[config.mk]
export PLATFORM = sky130hd
export DESIGN_NAME = air_conditioning_mode_ramp_step
export DESIGN_NICKNAME = d
export VERILOG_FILES = /design/src/rtl/acmrs_pkg.sv /design/src/rtl/acmrs_cfg.sv /design/src/rtl/acmrs_step.sv /design/src/rtl/air_conditioning_mode_ramp_step.sv
export SDC_FILE = /design/constraint.sdc
export NUM_CORES = 1
export LEC_CHECK = 0
export BUFFER_PORTS_ARGS = -buffer_cell sky130_fd_sc_hd__clkbuf_2
export CAP_MARGIN = 10
export CORE_ASPECT_RATIO = 1.1
export CORE_UTILIZATION = 60
export DETAILED_ROUTE_END_ITERATION = 12
export HOLD_SLACK_MARGIN = 0.02
export PLACE_DENSITY = 0.8
export SLEW_MARGIN = 25
export SYNTH_ARGS = -nofsm -noshare
export SYNTH_HDL_FRONTEND = slang
export SYNTH_SLANG_ARGS = --single-unit
[constraint.sdc]
create_clock -name clk -period 9.5 [get_ports clk]
set_clock_uncertainty 0.05 [all_clocks]
set_input_delay 0 -clock clk [delete_from_list [all_inputs] [get_ports clk]]
set_output_delay 0 -clock clk [all_outputs]
set_load 0.05 [all_outputs]
[src/rtl/acmrs_pkg.sv]
`timescale 1ns / 1ps
// Shared types and constants for the air-conditioning mode and ramp step block.
// Depends on nothing; imported by every module of the block.
package acmrs_pkg;

	localparam int unsigned CFG_INDEX_W = 3;
	localparam int unsigned CFG_DATA_W  = 16;
	localparam int unsigned TEMP_W      = 16;
	localparam int unsigned POS_W       = 13;
	localparam int unsigned TSTEP_W     = 12;

	typedef enum logic [CFG_INDEX_W-1:0] {
		REG_TEMP_STEP    = 3'd0,
		REG_POS_STEP     = 3'd1,
		REG_PRESSURE_MIN = 3'd2,
		REG_VOLTAGE_MIN  = 3'd3
	} cfg_reg_e;

	localparam logic [TSTEP_W-1:0] TEMP_STEP_RST    = 12'd77;
	localparam logic [POS_W-1:0]   POS_STEP_RST     = 13'd82;
	localparam logic [15:0]        PRESSURE_MIN_RST = 16'd307;
	localparam logic [15:0]        VOLTAGE_MIN_RST  = 16'd4608;

	localparam logic signed [TEMP_W-1:0] T_DUCT_NORMAL = 16'sd10240;
	localparam logic signed [TEMP_W-1:0] T_DUCT_FAULT  = 16'sd14080;
	localparam logic signed [TEMP_W-1:0] T_UNIT_FAULT  = 16'sd5376;
	localparam logic signed [TEMP_W-1:0] T_UNIT_NORMAL = 16'sd1280;
	localparam logic signed [TEMP_W:0]   SNAP_BAND     = 17'sd51;
	localparam logic [POS_W-1:0]         POS_LOW       = 13'd205;
	localparam logic [POS_W-1:0]         POS_HIGH      = 13'd3892;
	localparam logic [POS_W-1:0]         POS_FULL      = 13'd4096;

	typedef struct packed {
		logic [TSTEP_W-1:0] temp_step;
		logic [POS_W-1:0]   pos_step;
		logic [15:0]        pressure_min;
		logic [15:0]        voltage_min;
	} cfg_t;

	typedef struct packed {
		logic               power_on;
		logic               supply_ok;
		logic [15:0]        supply_pressure;
		logic               unit_fault;
		logic               relay_three;
		logic               relay_two;
		logic [15:0]        bus_voltage;
		logic signed [15:0] outside_temp;
	} item_t;

	typedef struct packed {
		logic signed [TEMP_W-1:0] duct_temp;
		logic signed [TEMP_W-1:0] unit_temp;
		logic signed [TEMP_W-1:0] unit_target;
		logic [POS_W-1:0]         valve13_pos;
		logic [POS_W-1:0]         valve14_pos;
	} state_t;

	typedef struct packed {
		logic valve14;
		logic lamp;
		logic faultmode;
		logic running;
		logic relay4;
		logic relay1;
		logic valve11;
		logic cutoff;
		logic shutoff;
	} status_t;

endpackage

[src/rtl/acmrs_cfg.sv]
`timescale 1ns / 1ps
// Configuration register file: step sizes and thresholds.
// Depends on acmrs_pkg.
module acmrs_cfg (
	input  logic                                 clk,
	input  logic                                 arst_n,
	input  logic                                 cfg_we,
	input  logic [acmrs_pkg::CFG_INDEX_W-1:0]    cfg_index,
	input  logic [acmrs_pkg::CFG_DATA_W-1:0]     cfg_data,
	output acmrs_pkg::cfg_t                      cfg
);
	import acmrs_pkg::*;

	cfg_t cfg_q;

	always_ff @(posedge clk or negedge arst_n) begin
		if (!arst_n) begin
			cfg_q.temp_step    <= TEMP_STEP_RST;
			cfg_q.pos_step     <= POS_STEP_RST;
			cfg_q.pressure_min <= PRESSURE_MIN_RST;
			cfg_q.voltage_min  <= VOLTAGE_MIN_RST;
		end else if (cfg_we) begin
			case (cfg_index)
				REG_TEMP_STEP:    cfg_q.temp_step    <= cfg_data[TSTEP_W-1:0];
				REG_POS_STEP:     cfg_q.pos_step     <= cfg_data[POS_W-1:0];
				REG_PRESSURE_MIN: cfg_q.pressure_min <= cfg_data;
				REG_VOLTAGE_MIN:  cfg_q.voltage_min  <= cfg_data;
				default: ;
			endcase
		end
	end

	assign cfg = cfg_q;

endmodule

[src/rtl/acmrs_step.sv]
`timescale 1ns / 1ps
// Next-state logic for one tick: mode select, temperature ramps, valve slews, flags.
// Depends on acmrs_pkg.
module acmrs_step (
	input  acmrs_pkg::cfg_t    cfg,
	input  acmrs_pkg::item_t   item,
	input  acmrs_pkg::state_t  cur,
	output acmrs_pkg::state_t  nxt,
	output acmrs_pkg::status_t status
);
	import acmrs_pkg::*;

	function automatic logic signed [TEMP_W-1:0] sat_step(
		input logic signed [TEMP_W-1:0] t,
		input logic [TSTEP_W-1:0]       k,
		input logic                     dn
	);
		logic signed [TEMP_W+1:0] c;
		logic signed [TEMP_W+1:0] s;
		logic signed [TEMP_W+1:0] ks;
		c  = (TEMP_W+2)'(t);
		ks = $signed({{(TEMP_W+2-TSTEP_W){1'b0}}, k});
		s  = dn ? c - ks : c + ks;
		if (s > 18'sd32767)
			return 16'sh7fff;
		else if (s < -18'sd32768)
			return 16'sh8000;
		else
			return s[TEMP_W-1:0];
	endfunction

	function automatic logic signed [TEMP_W-1:0] ramp(
		input logic signed [TEMP_W-1:0] t,
		input logic signed [TEMP_W-1:0] target,
		input logic [TSTEP_W-1:0]       k
	);
		logic signed [TEMP_W:0] d;
		d = (TEMP_W+1)'(t) - (TEMP_W+1)'(target);
		if (d > SNAP_BAND)
			return sat_step(t, k, 1'b1);
		else if (d < -SNAP_BAND)
			return sat_step(t, k, 1'b0);
		else
			return target;
	endfunction

	function automatic logic [POS_W-1:0] pos_down(
		input logic [POS_W-1:0] p,
		input logic [POS_W-1:0] k
	);
		logic signed [POS_W+1:0] v;
		v = $signed({2'b00, p}) - $signed({2'b00, k});
		if (p < POS_LOW || v < 0)
			return '0;
		else
			return v[POS_W-1:0];
	endfunction

	function automatic logic [POS_W-1:0] pos_up(
		input logic [POS_W-1:0] p,
		input logic [POS_W-1:0] k
	);
		logic [POS_W:0] v;
		v = {1'b0, p} + {1'b0, k};
		if (p >= POS_HIGH || v > {1'b0, POS_FULL})
			return POS_FULL;
		else
			return v[POS_W-1:0];
	endfunction

	logic signed [TEMP_W:0]   d_unit;
	logic signed [TEMP_W-1:0] duct_target;
	logic                     lost;

	always_comb begin
		nxt         = cur;
		status      = '0;
		duct_target = T_DUCT_NORMAL;
		d_unit      = (TEMP_W+1)'(cur.unit_temp) - (TEMP_W+1)'(T_UNIT_NORMAL);
		lost        = !item.supply_ok || (item.supply_pressure < cfg.pressure_min);

		if (item.power_on) begin
			if (lost) begin
				status.shutoff  = 1'b1;
				status.relay1   = 1'b1;
				duct_target     = item.outside_temp;
				nxt.valve13_pos = pos_down(cur.valve13_pos, cfg.pos_step);
			end else if (item.unit_fault) begin
				status.faultmode = 1'b1;
				status.relay1    = 1'b1;
				status.cutoff    = 1'b1;
				status.relay4    = 1'b1;
				nxt.unit_target  = T_UNIT_FAULT;
				duct_target      = T_DUCT_FAULT;
			end else begin
				status.valve11  = 1'b1;
				status.running  = 1'b1;
				nxt.unit_target = T_UNIT_NORMAL;
				if (d_unit > SNAP_BAND) begin
					nxt.valve13_pos = pos_down(cur.valve13_pos, cfg.pos_step);
					nxt.unit_temp   = sat_step(cur.unit_temp, cfg.temp_step, 1'b1);
				end else if (d_unit < -SNAP_BAND) begin
					nxt.valve13_pos = pos_up(cur.valve13_pos, cfg.pos_step);
					nxt.unit_temp   = sat_step(cur.unit_temp, cfg.temp_step, 1'b0);
				end else begin
					nxt.unit_temp = T_UNIT_NORMAL;
				end
			end
			nxt.duct_temp = ramp(cur.duct_temp, duct_target, cfg.temp_step);
			status.lamp   = item.relay_three && status.relay4;
		end else begin
			nxt.duct_temp = '0;
		end

		status.valve14 = status.relay1 ^ item.relay_two;

		if (item.bus_voltage >= cfg.voltage_min) begin
			if (status.valve14)
				nxt.valve14_pos = pos_up(cur.valve14_pos, cfg.pos_step);
			else
				nxt.valve14_pos = pos_down(cur.valve14_pos, cfg.pos_step);
		end
	end

endmodule

[src/rtl/air_conditioning_mode_ramp_step.sv]
`timescale 1ns / 1ps
// Air-conditioning mode and ramp step, top level: one simulation tick per transfer.
// Depends on acmrs_pkg, acmrs_cfg and acmrs_step.
//
// Takes one tick per clock cycle while in_stall is low. A tick is captured in an input
// register, stepped against the held temperatures and valve positions, and its
// result is written into the output register, which drives out_valid. The stored
// state is updated in the same cycle as the output register, so a tick following
// directly behind sees the previous tick's result. in_stall rises only when the
// input register is full and a finished result is still held by out_stall.
// Configuration writes take effect at the next edge and must be made while no
// tick is in flight.
module air_conditioning_mode_ramp_step (
	input  logic                              clk,
	input  logic                              arst_n,
	input  logic                              cfg_we,
	input  logic [acmrs_pkg::CFG_INDEX_W-1:0] cfg_index,
	input  logic [acmrs_pkg::CFG_DATA_W-1:0]  cfg_data,
	input  logic                              in_valid,
	output logic                              in_stall,
	input  logic                              power_on,
	input  logic                              supply_ok,
	input  logic [15:0]                       supply_pressure,
	input  logic                              unit_fault,
	input  logic                              relay_three,
	input  logic                              relay_two,
	input  logic [15:0]                       bus_voltage,
	input  logic signed [15:0]                outside_temp,
	output logic                              out_valid,
	input  logic                              out_stall,
	output logic [8:0]                        status_bits,
	output logic signed [15:0]                duct_temp,
	output logic signed [15:0]                unit_temp,
	output logic signed [15:0]                unit_target,
	output logic [12:0]                       valve13_pos,
	output logic [12:0]                       valve14_pos
);
	import acmrs_pkg::*;

	cfg_t    cfg;
	item_t   item_s1;
	logic    valid_s1;
	state_t  state_q;
	state_t  state_nxt;
	status_t status_nxt;
	status_t status_s2;
	state_t  result_s2;
	logic    valid_s2;
	logic    advance;
	logic    in_xfer;

	acmrs_cfg u_cfg (
		.clk       (clk),
		.arst_n    (arst_n),
		.cfg_we    (cfg_we),
		.cfg_index (cfg_index),
		.cfg_data  (cfg_data),
		.cfg       (cfg)
	);

	acmrs_step u_step (
		.cfg    (cfg),
		.item   (item_s1),
		.cur    (state_q),
		.nxt    (state_nxt),
		.status (status_nxt)
	);

	assign advance  = !valid_s2 || !out_stall;
	assign in_stall = valid_s1 && !advance;
	assign in_xfer  = in_valid && !in_stall;

	// input register
	always_ff @(posedge clk or negedge arst_n) begin
		if (!arst_n) begin
			valid_s1 <= 1'b0;
		end else if (in_xfer) begin
			valid_s1 <= 1'b1;
		end else if (advance) begin
			valid_s1 <= 1'b0;
		end
	end

	always_ff @(posedge clk) begin
		if (in_xfer) begin
			item_s1.power_on        <= power_on;
			item_s1.supply_ok       <= supply_ok;
			item_s1.supply_pressure <= supply_pressure;
			item_s1.unit_fault      <= unit_fault;
			item_s1.relay_three     <= relay_three;
			item_s1.relay_two       <= relay_two;
			item_s1.bus_voltage     <= bus_voltage;
			item_s1.outside_temp    <= outside_temp;
		end
	end

	// held state, advance once per stepped tick
	always_ff @(posedge clk or negedge arst_n) begin
		if (!arst_n) begin
			state_q <= '0;
		end else if (valid_s1 && advance) begin
			state_q <= state_nxt;
		end
	end

	// result register
	always_ff @(posedge clk or negedge arst_n) begin
		if (!arst_n) begin
			valid_s2 <= 1'b0;
		end else if (advance) begin
			valid_s2 <= valid_s1;
		end
	end

	always_ff @(posedge clk) begin
		if (valid_s1 && advance) begin
			result_s2 <= state_nxt;
			status_s2 <= status_nxt;
		end
	end

	assign out_valid   = valid_s2;
	assign status_bits = status_s2;
	assign duct_temp   = result_s2.duct_temp;
	assign unit_temp   = result_s2.unit_temp;
	assign unit_target = result_s2.unit_target;
	assign valve13_pos = result_s2.valve13_pos;
	assign valve14_pos = result_s2.valve14_pos;

endmodule
**Word-level counts from Yosys, hierarchy flattened**

Index checks and enable logic that the tools add are counted.

- Register bits after elaboration: 269
- Word-level logic and storage cells: 133
- Output and inout bits: 85
- Bits of input ports: 77

- Magnitude comparators: 22
- Reductions and logical operators: 22
- $add $sub $neg: 10
- Eq/ne operators: 3
- Multiplexer cells: 41
- Bitwise logic cells: 2

Operators by type and width:

| cell | number |
|---|---|
| $mux 16 | 16 |
| $mux 13 | 12 |
| $gt 18x16->1 const B | 4 |
| $lt 18x16->1 const B | 4 |
| $mux 45 | 1 |
| $add 16x13->17 | 2 |
| $gt 17x7->1 const B | 2 |
| $lt 17x7->1 const B | 2 |
| $sub 16x13->17 | 2 |
| $mux 32 | 1 |
| $add 13x13->14 | 2 |
| $gt 14x13->1 const B | 2 |
| $lt 14x1->1 const B | 2 |
| $sub 13x13->14 | 2 |
| $ge 13x12->1 const B | 2 |
| $lt 13x8->1 const B | 2 |
| $sub 16x12->17 const B | 1 |
| $sub 16x16->17 | 1 |
| $ge 16x16->1 | 1 |
| $lt 16x16->1 | 1 |
| $reduce_and 2->1 | 4 |
| $eq 3x2->1 const B | 2 |
| $logic_or 1x1->1 | 6 |
| $mux 1 | 6 |
| 11 further kinds | 20 |

**Logic depth before layout (Yosys ltp)**

Gate-level depths: netlist of run 1.

- Depth in word-level cells: 9
- Depth in mapped cells: 24
- Depth with buffers taken out: 20

**Modules after synthesis**

A second synthesis of run 1 with hierarchy kept.

- Cells, all modules: 1788
- Area total of the unflattened synthesis: 18647.9 sq um

Modules (own cells, without submodules):

| module | sequential area each (sq um) | area each (sq um) | cells each | instances |
|---|---|---|---|---|
| acmrs_step | 0.0 | 9295.2 | 1365 | 1 |
| air_conditioning_mode_ramp_step | 5985.7 | 7180.6 | 300 | 1 |
| acmrs_cfg | 1443.9 | 2172.1 | 123 | 1 |

**Least setup slack after synthesis of run 1**

OpenSTA, ideal clock, no wires.

- Path kind: reg-to-reg
- From: register u_cfg.cfg_q, in the netlist u_cfg.cfg[20]
- To: register result_s2, in the netlist duct_temp[2] (data pin)
- Cell stages (with the launch flop): 24
- Path buffers: 3
- Setup slack: 4088 ps
- Period minus slack after synthesis: 5412 ps
- Library setup time: 255 ps
- Required time: 9195 ps
- Arrival: 5107 ps
- Cell sequence: dfstp_2 > inv_1 > ha_1 > a21oi_1 > o21ai_0 > a41o_1 > a21oi_1 > clkbuf_1 > clkbuf_1 > and2_1 > ha_1 > inv_1 > fa_1 > a211oi_2 > o21ai_1 > a2111oi_2 > a211o_1 > nor4b_2 > nand3_1 > o41a_4 > buf_6 > mux2i_1 > mux2_2 > and2_1

RTL lines:

| item | line | source |
|---|---|---|
| from (decl) | acmrs_cfg.sv:14 | `cfg_t cfg_q;` |
| to (signal assigned) | air_conditioning_mode_ramp_step.sv:117 | `result_s2 <= state_nxt;` |
| to (decl) | air_conditioning_mode_ramp_step.sv:47 | `state_t result_s2;` |

==> results_dict.tcl, run 1 <==
set metrics [dict create \
    area_growth_pct 16.2 \
    synth_area_leaders "edfxtp_1 (22%), dfrtp_1 (16%), ha_1 (10%)" \
    synth.net_count 2186 \
    cts_tree "done" \
    grt.overflow.total 0 \
    clk_latency_ps 570 \
    first_global_vias 16100 \
    status "complete, no violations" \
    p_leak_nw 9.21 \
    slew_headroom_pct 29.8 \
    dp.cells 2454 \
    seq_area_frac_synth_pct 39.7 \
    drive_gt1_share_pct 15.8 \
    ys_seq_elements 267 \
    num_antenna_cells 0 \
    h-tree-depth 1 \
    io_pins 162 \
    drv_cap 0 \
    period_minus_slack_ps 6020 \
    rows 67 \
    die_w_um 170 \
    cts_max_path_buffers 3 \
    final_cells 2597 \
    drt_iter0_markers 1564 \
    cts_resized 0 \
    vias 16400 \
    hold_violations 0 \
    startpoint "u_cfg.cfg[24]$_DFFE_PN1P_" \
    syn_area_per_cell_um2 9.52 \
    viasPerCell 6.33 \
    setup_slack_ps 3480 \
    timing.critical_path.fanout_max 40 \
    grt_usage_pct 33.9 \
    firstDrtPassIters 6 \
    ir_drop_v 0.000227 \
    worst-slew-pin-transition_ps 1050 \
    finalSetupViolations 0 \
    final_cell_mix "clkbuf_2 (160), nand2_1 (156), ha_1 (149)" \
    ys_async_sr_fraction_pct 49.8 \
    cts_made_buffers 29 \
    grt_pass1_wl_um 85300 \
    clk_pin_slew_ps 70 \
    place_hpwl_um 36900 \
    final_common_cell "clkbuf_2" \
    yosysTopAreaCellShare_pct 21.7 \
    power_density_nw_per_um2 308 \
    ys_types 99 \
    wire_per_inst_um 20.6 \
    period_share_pct 63.4 \
    synth_cells 1951 \
    drc 0 \
    cts.sinks 267 \
    synth_top_area_cell "edfxtp_1" \
    yosys_warnings 0 \
    hold_path.class "in2reg" \
    synth_edf_count 134 \
    tns_ps 0 \
    multi_input_area_um2 10400 \
    worstReg2RegStart "u_cfg.cfg[24]$_DFFE_PN1P_" \
    end_kind "register" \
    antenna_found_initial 0 \
    criticalPathCategory "reg2reg" \
    arrival_ps 6290 \
    die_h_um 187 \
    dp_slack_ps 3610 \
    synthFlopType "edfxtp_1" \
    postRouteAntennaNets 0 \
    root_buffer "clkbuf_16" \
    worstHoldStart "cfg_we" \
    seq_area_um2 7370 \
    fmax_mhz 166 \
    grt_max_degree 76 \
    fillers 2290 \
    nNetsFinal 2395 \
    synth_area_um2 18600 \
    utilization_pct 70.9 \
    wirelength_um 53400 \
    final_max_slew_viol_count 0 \
    io_buffers 161 \
    grt_setup_unrepaired "no" \
    core_um2 30400 \
    globalplace.congestion 0.948 \
    required_ps 9770 \
    worst_setup_path_start_kind "register" \
    initial_core_util_pct 61.0 \
    dieArea_um2 31700 \
]
-- final timing paths --
check | end | slack (ps) | cells past startpoint
worst max-delay path | duct_temp[3]$_DFFE_PP_ | 3480 | 21
worst min-delay path | u_cfg.cfg[48]$_DFFE_PN1P_ | 70 | 5
worst max register to register | duct_temp[3]$_DFFE_PP_ | 3480 | 21
worst min register to register | state_q[34]$_DFFE_PN0P_ | 420 | 1
max in group asynchronous | state_q[43]$_DFFE_PN0P_ | 8070 | 4
min in group asynchronous | u_cfg.cfg[24]$_DFFE_PN1P_ | 580 | 3
-- flip-flops by register name (all words and copies together), names as in the netlist --
signal and flops:
duct_temp 16, item_s1 53, out_valid 1, state_q 74, status_bits 7, u_cfg.cfg 57, unit_target 16, unit_temp 16
valid_s1 1, valve13_pos 13, valve14_pos 13
-- kinds of logic (layout without fill, tap and decap cells) --
| group | count (synthesis) | count (layout) | synth area share, % |
|---|---|---|---|
| adders and majority gates | 158 | 158 | 11.0 |
| xor gates and xnor gates | 65 | 65 | 3.07 |
| buffers and inverters | 231 | 463 | 4.85 |
| AOI/OAI and AO/OA | 583 | 583 | 21.2 |
| and+or+nand+nor | 575 | 575 | 15.8 |
| DFF | 267 | 267 | 39.7 |
| muxes | 72 | 72 | 4.33 |
-- through the flow --
| stage | instance area (um^2) | total power, mW | hold slack, ps |
|---|---|---|---|
| CTS | 21600 | 6.56 | 42.8 |
| global route | 21600 | 7.07 | 81.2 |
| global placement | 19700 | 5.25 | -28.2 |
| detailed placement | 19700 | 5.36 | -19.6 |
| finish | 21600 | 6.65 | 68.9 |
| floorplan | 18600 | 4.53 | -346 |
-- routing by layer --
layer,part of all wire (%),GRT usage (%)
met3,7.7,4.54
met4,3.8,13.4
met2,47,55.9
met1,41,45.0
met5,0,0
-- cells in the mapped netlist (12+ instances only) --
master    count
ha_1        149
and2_1       50
nand3_1      42
o211ai_1     22
a31oi_1      12
inv_1       139
edfxtp_1    134
nor2b_1      18
a32oi_1      19
nand2b_1     42
and3_1       21
o21a_1       27
a21oi_1     121
a21o_1       26
o21ai_0     149
a22o_1       12
or3_1        15
xor2_1       24
xnor2_1      41
dfstp_2      14
dfrtp_1     119
nor3_1       42
clkbuf_1     73
mux2_2       63
nor4_1       15
a211oi_1     17
o21bai_1     21
nor2_1      111
nand2_1     156
-- power by group --
group	switching (mW)	internal, mW	total, mW
logic	2.26	1.44	3.70
clock network	0.493	0.651	1.14
registers	0.292	1.52	1.81
total	3.04	3.61	6.65
-- critical path, stage by stage (launching register included) --
cell and delay (ps):
dfstp_2 520, inv_1 40, ha_1 190, a21o_1 170, a221oi_1 300, o2bb2ai_1 190
a21oi_4 130, buf_4 400, and2_1 230, ha_1 190, inv_1 60, fa_1 420
a211oi_2 320, o21ai_1 170, a2111oi_2 390, a211o_1 170, nor4b_2 190, nand3_1 160
nor4_2 820, o21ai_0 220, a31o_1 280, and2_1 160
-- timing repair --
action | in CTS | in global routing
hold buffers | 89 | 0
buffers inserted | 0 | 0
endpoints found under the hold margin | 170 | 0
-- final cells by class --
cell class / instances / area share [%]
well taps: 414 / 2.40
inverters: 142 / 2.48
clock buffers: 33 / 3.48
clock inverters: 21 / 0.933
flip-flops and latches: 267 / 34.2
multi-input cells: 1453 / 48.0
repair buffers: 267 / 8.58
Note: power is estimated with default switching activity, not from simulation.
==> run 2: changes to the inputs <==
--- a/config.mk
+++ b/config.mk
@@ -5,13 +5,14 @@
 export SDC_FILE = /design/constraint.sdc
 export NUM_CORES = 1
 export LEC_CHECK = 0
+export ABC_AREA = 1
 export BUFFER_PORTS_ARGS = -buffer_cell sky130_fd_sc_hd__clkbuf_2
 export CAP_MARGIN = 10
 export CORE_ASPECT_RATIO = 1.1
-export CORE_UTILIZATION = 60
+export CORE_UTILIZATION = 56
 export DETAILED_ROUTE_END_ITERATION = 12
 export HOLD_SLACK_MARGIN = 0.02
-export PLACE_DENSITY = 0.8
+export PLACE_DENSITY = 0.78
 export SLEW_MARGIN = 25
 export SYNTH_ARGS = -nofsm -noshare
 export SYNTH_HDL_FRONTEND = slang
==> constraint.sdc (replaced) <==
create_clock -name clk -period 5.4 [get_ports clk]
set_clock_uncertainty 0.05 [all_clocks]
set_input_delay 0 -clock clk [delete_from_list [all_inputs] [get_ports clk]]
set_output_delay 0 -clock clk [all_outputs]
set_load 0.05 [all_outputs]
==> results_dict.tcl, run 2 <==
set metrics [dict create \
    status "complete, no violations" \
    yosys.area_share.adder_pct 10.2 \
    hold_path.class "in2reg" \
    antenna_found_initial 1 \
    first_global_vias 18700 \
    drive_gt1_share_pct 9.65 \
    drt_iter0_markers 2098 \
    power.total_mw 14.0 \
    synth_top_area_cell "edfxtp_1" \
    firstDrtPassIters 6 \
    power_density_nw_per_um2 612 \
    final_cell_mix "nand2_1 (859), inv_1 (395), nand3_1 (314)" \
    tns_ps 0 \
    period_minus_slack_ps 4930 \
    nNetsFinal 3199 \
    ys_seq_elements 267 \
    final_common_cell "nand2_1" \
    place_hpwl_um 44600 \
    end_kind "register" \
    io_pins 162 \
    dieArea_um2 36600 \
    dp_slack_ps 629 \
    syn_area_per_cell_um2 7.18 \
    vias 19500 \
    fmax_mhz 203 \
    p_int_mw 6.51 \
    drc 0 \
    p_leak_nw 12.2 \
    finalSetupViolations 0 \
    top_register "state_q" \
    seq_area_frac_synth_pct 36.8 \
    globalplace.congestion 1.03 \
    grt_setup_unrepaired "no" \
    synthFlopType "edfxtp_1" \
    rows 72 \
    synth-xor-area-share_pct 2.67 \
    initial_core_util_pct 56.9 \
    synth_area_leaders "edfxtp_1 (20%), nand2_1 (16%), dfrtp_1 (15%)" \
    synth_edf_count 134 \
    yosysTopAreaCellShare_pct 20.1 \
    hold_violations 0 \
    final_max_slew_viol_count 0 \
    synth_compound_area_share_pct 9.90 \
    clk_pin_slew_ps 70 \
    root_buffer "clkbuf_16" \
    setup_slack_ps 475 \
    cts_max_path_buffers 3 \
    wire_per_inst_um 17.7 \
    grt_pass1_wl_um 97400 \
    required_ps 5750 \
    clk_latency_ps 580 \
    seq_area_um2 7370 \
    grt_usage_pct 33.6 \
    drv_cap 0 \
    viasPerCell 5.63 \
    ir_drop_v 0.000379 \
    synthMuxAreaShare_pct 0 \
    grt.overflow.total 0 \
    criticalPathCategory "reg2reg" \
    io_buffers 161 \
    fillers 3018 \
    arrival_ps 5280 \
    clock_power_share_pct 14.1 \
    combPwrFrac_pct 62.1 \
    yosys_warnings 0 \
    die_h_um 200 \
    ys_top_cells_by_count "nand2_1 (859), inv_1 (396), nand3_1 (316)" \
    worst_setup_path_start_kind "register" \
    area_growth_pct 13.7 \
    p_sw_share_pct 53.4 \
    synth_top_family_by_area "simple AND/OR/NAND/NOR gates" \
    cts_tree "done" \
    postRouteAntennaNets 0 \
    slew_headroom_pct 37.0 \
    ys_types 53 \
    synth.net_count 3026 \
    core_um2 35200 \
    worst-slew-pin-transition_ps 945 \
    cts_made_buffers 27 \
    cts.sinks 267 \
    die_w_um 182 \
    h-tree-depth 1 \
    multi_input_area_um2 10700 \
    ys_async_sr_fraction_pct 49.8 \
    period_share_pct 91.2 \
    synthSimpleGateAreaFrac_pct 30.5 \
    synth_most_common_cell "nand2_1" \
    largest_reg_flops 74 \
    timing.critical_path.fanout_max 18 \
    synth_area_um2 20100 \
    p_sw_mw 7.45 \
    grt_max_degree 78 \
    synth_cells 2791 \
    wirelength_um 61500 \
    p_seq_share_pct 23.9 \
]
==> run 2: repair_timing <==
item,CTS,global route
setup buffers,0,0
gates resized for setup,0,1
endpoints found under the hold margin,188,0
endpoints found under the setup margin,0,4
hold buffers,76,0
==> run 2: path summary, 6_finish.rpt <==
check / endpoint / cells after the start / slack [ps] / startpoint
worst max-delay path: duct_temp[2]$_DFFE_PP_ / 25 / 470 / u_cfg.cfg[17]$_DFFE_PN1P_
worst min-delay path: u_cfg.cfg[9]$_DFFE_PN1P_ / 3 / 20 / cfg_index[0]
worst max register to register: duct_temp[2]$_DFFE_PP_ / 25 / 470 / u_cfg.cfg[17]$_DFFE_PN1P_
worst min register to register: state_q[36]$_DFFE_PN0P_ / 2 / 400 / state_q[36]$_DFFE_PN0P_
max in group asynchronous: state_q[59]$_DFFE_PN0P_ / 4 / 3860 / arst_n
min in group asynchronous: state_q[51]$_DFFE_PN0P_ / 4 / 560 / arst_n
==> run 2: power groups by stage <==
stage | Clock, mW | Sequential [mW] | Combinational (mW)
2_1_floorplan | 0 | 3.59 | 6.09
3_3_place_gp | 0 | 3.33 | 8.20
3_5_place_dp | 0 | 3.34 | 8.33
4_1_cts | 1.99 | 3.30 | 8.44
5_1_grt | 2.07 | 3.37 | 9.61
6_report | 1.96 | 3.33 | 8.66
==> run 2: final cells by class <==
class	count	share of cell area, %
Multi-Input combinational cell	2016	47.0
Sequential cell	267	32.3
Timing Repair Buffer	244	7.21
Inverter	408	6.74
Clock buffer	37	3.54
Tap cell	481	2.64
Clock inverter	13	0.560
Antenna cell	2	0.0220
==> run 2: worst max-delay path: stages, from the launching register on <==
cell and delay [ps]:
dfstp_2 530, inv_1 40, ha_1 300, a21oi_1 160, o21ai_1 90, nand2_1 80
nand2_1 60, nand2_1 60, nand2_1 80, nand2_2 270, inv_2 100, nor2_1 190
ha_1 180, inv_1 90, fa_1 480, nand3_1 150, nand2_1 120, nand2_1 100
nand2_1 70, nand3_1 90, o2111ai_2 160, xor2_4 520, inv_4 200, nand2_4 270
nand2_1 120, a31oi_1 190
==> run 2: cells by family after synthesis <==
| group | count (synthesis) |
|---|---|
| adders and majority gates | 158 |
| AOI/OAI and AO/OA | 354 |
| xor gates and xnor gates | 59 |
| and+or+nand+nor | 1445 |
| DFF | 267 |
| buffers and inverters | 508 |
==> run 2: metal layers <==
metal | part of all wire [%] | global-route usage [%]
met2 | 45 | 54.4
met3 | 8.3 | 4.88
met4 | 4.0 | 13.3
met1 | 42 | 45.3
met5 | 0 | 0
==> run 2: per-stage QoR <==
step           utilization (%)  cell area [um^2]  hold slack, ps  std cells
2_1_floorplan                -             20100            -346       2791
3_3_place_gp              59.8             21100           -7.22       3340
3_5_place_dp              59.8             21100           -7.02       3340
4_1_cts                   64.6             22800            57.7       3466
5_1_grt                   64.7             22800            88.4       3467
6_report                  64.7             22800            18.4       3468
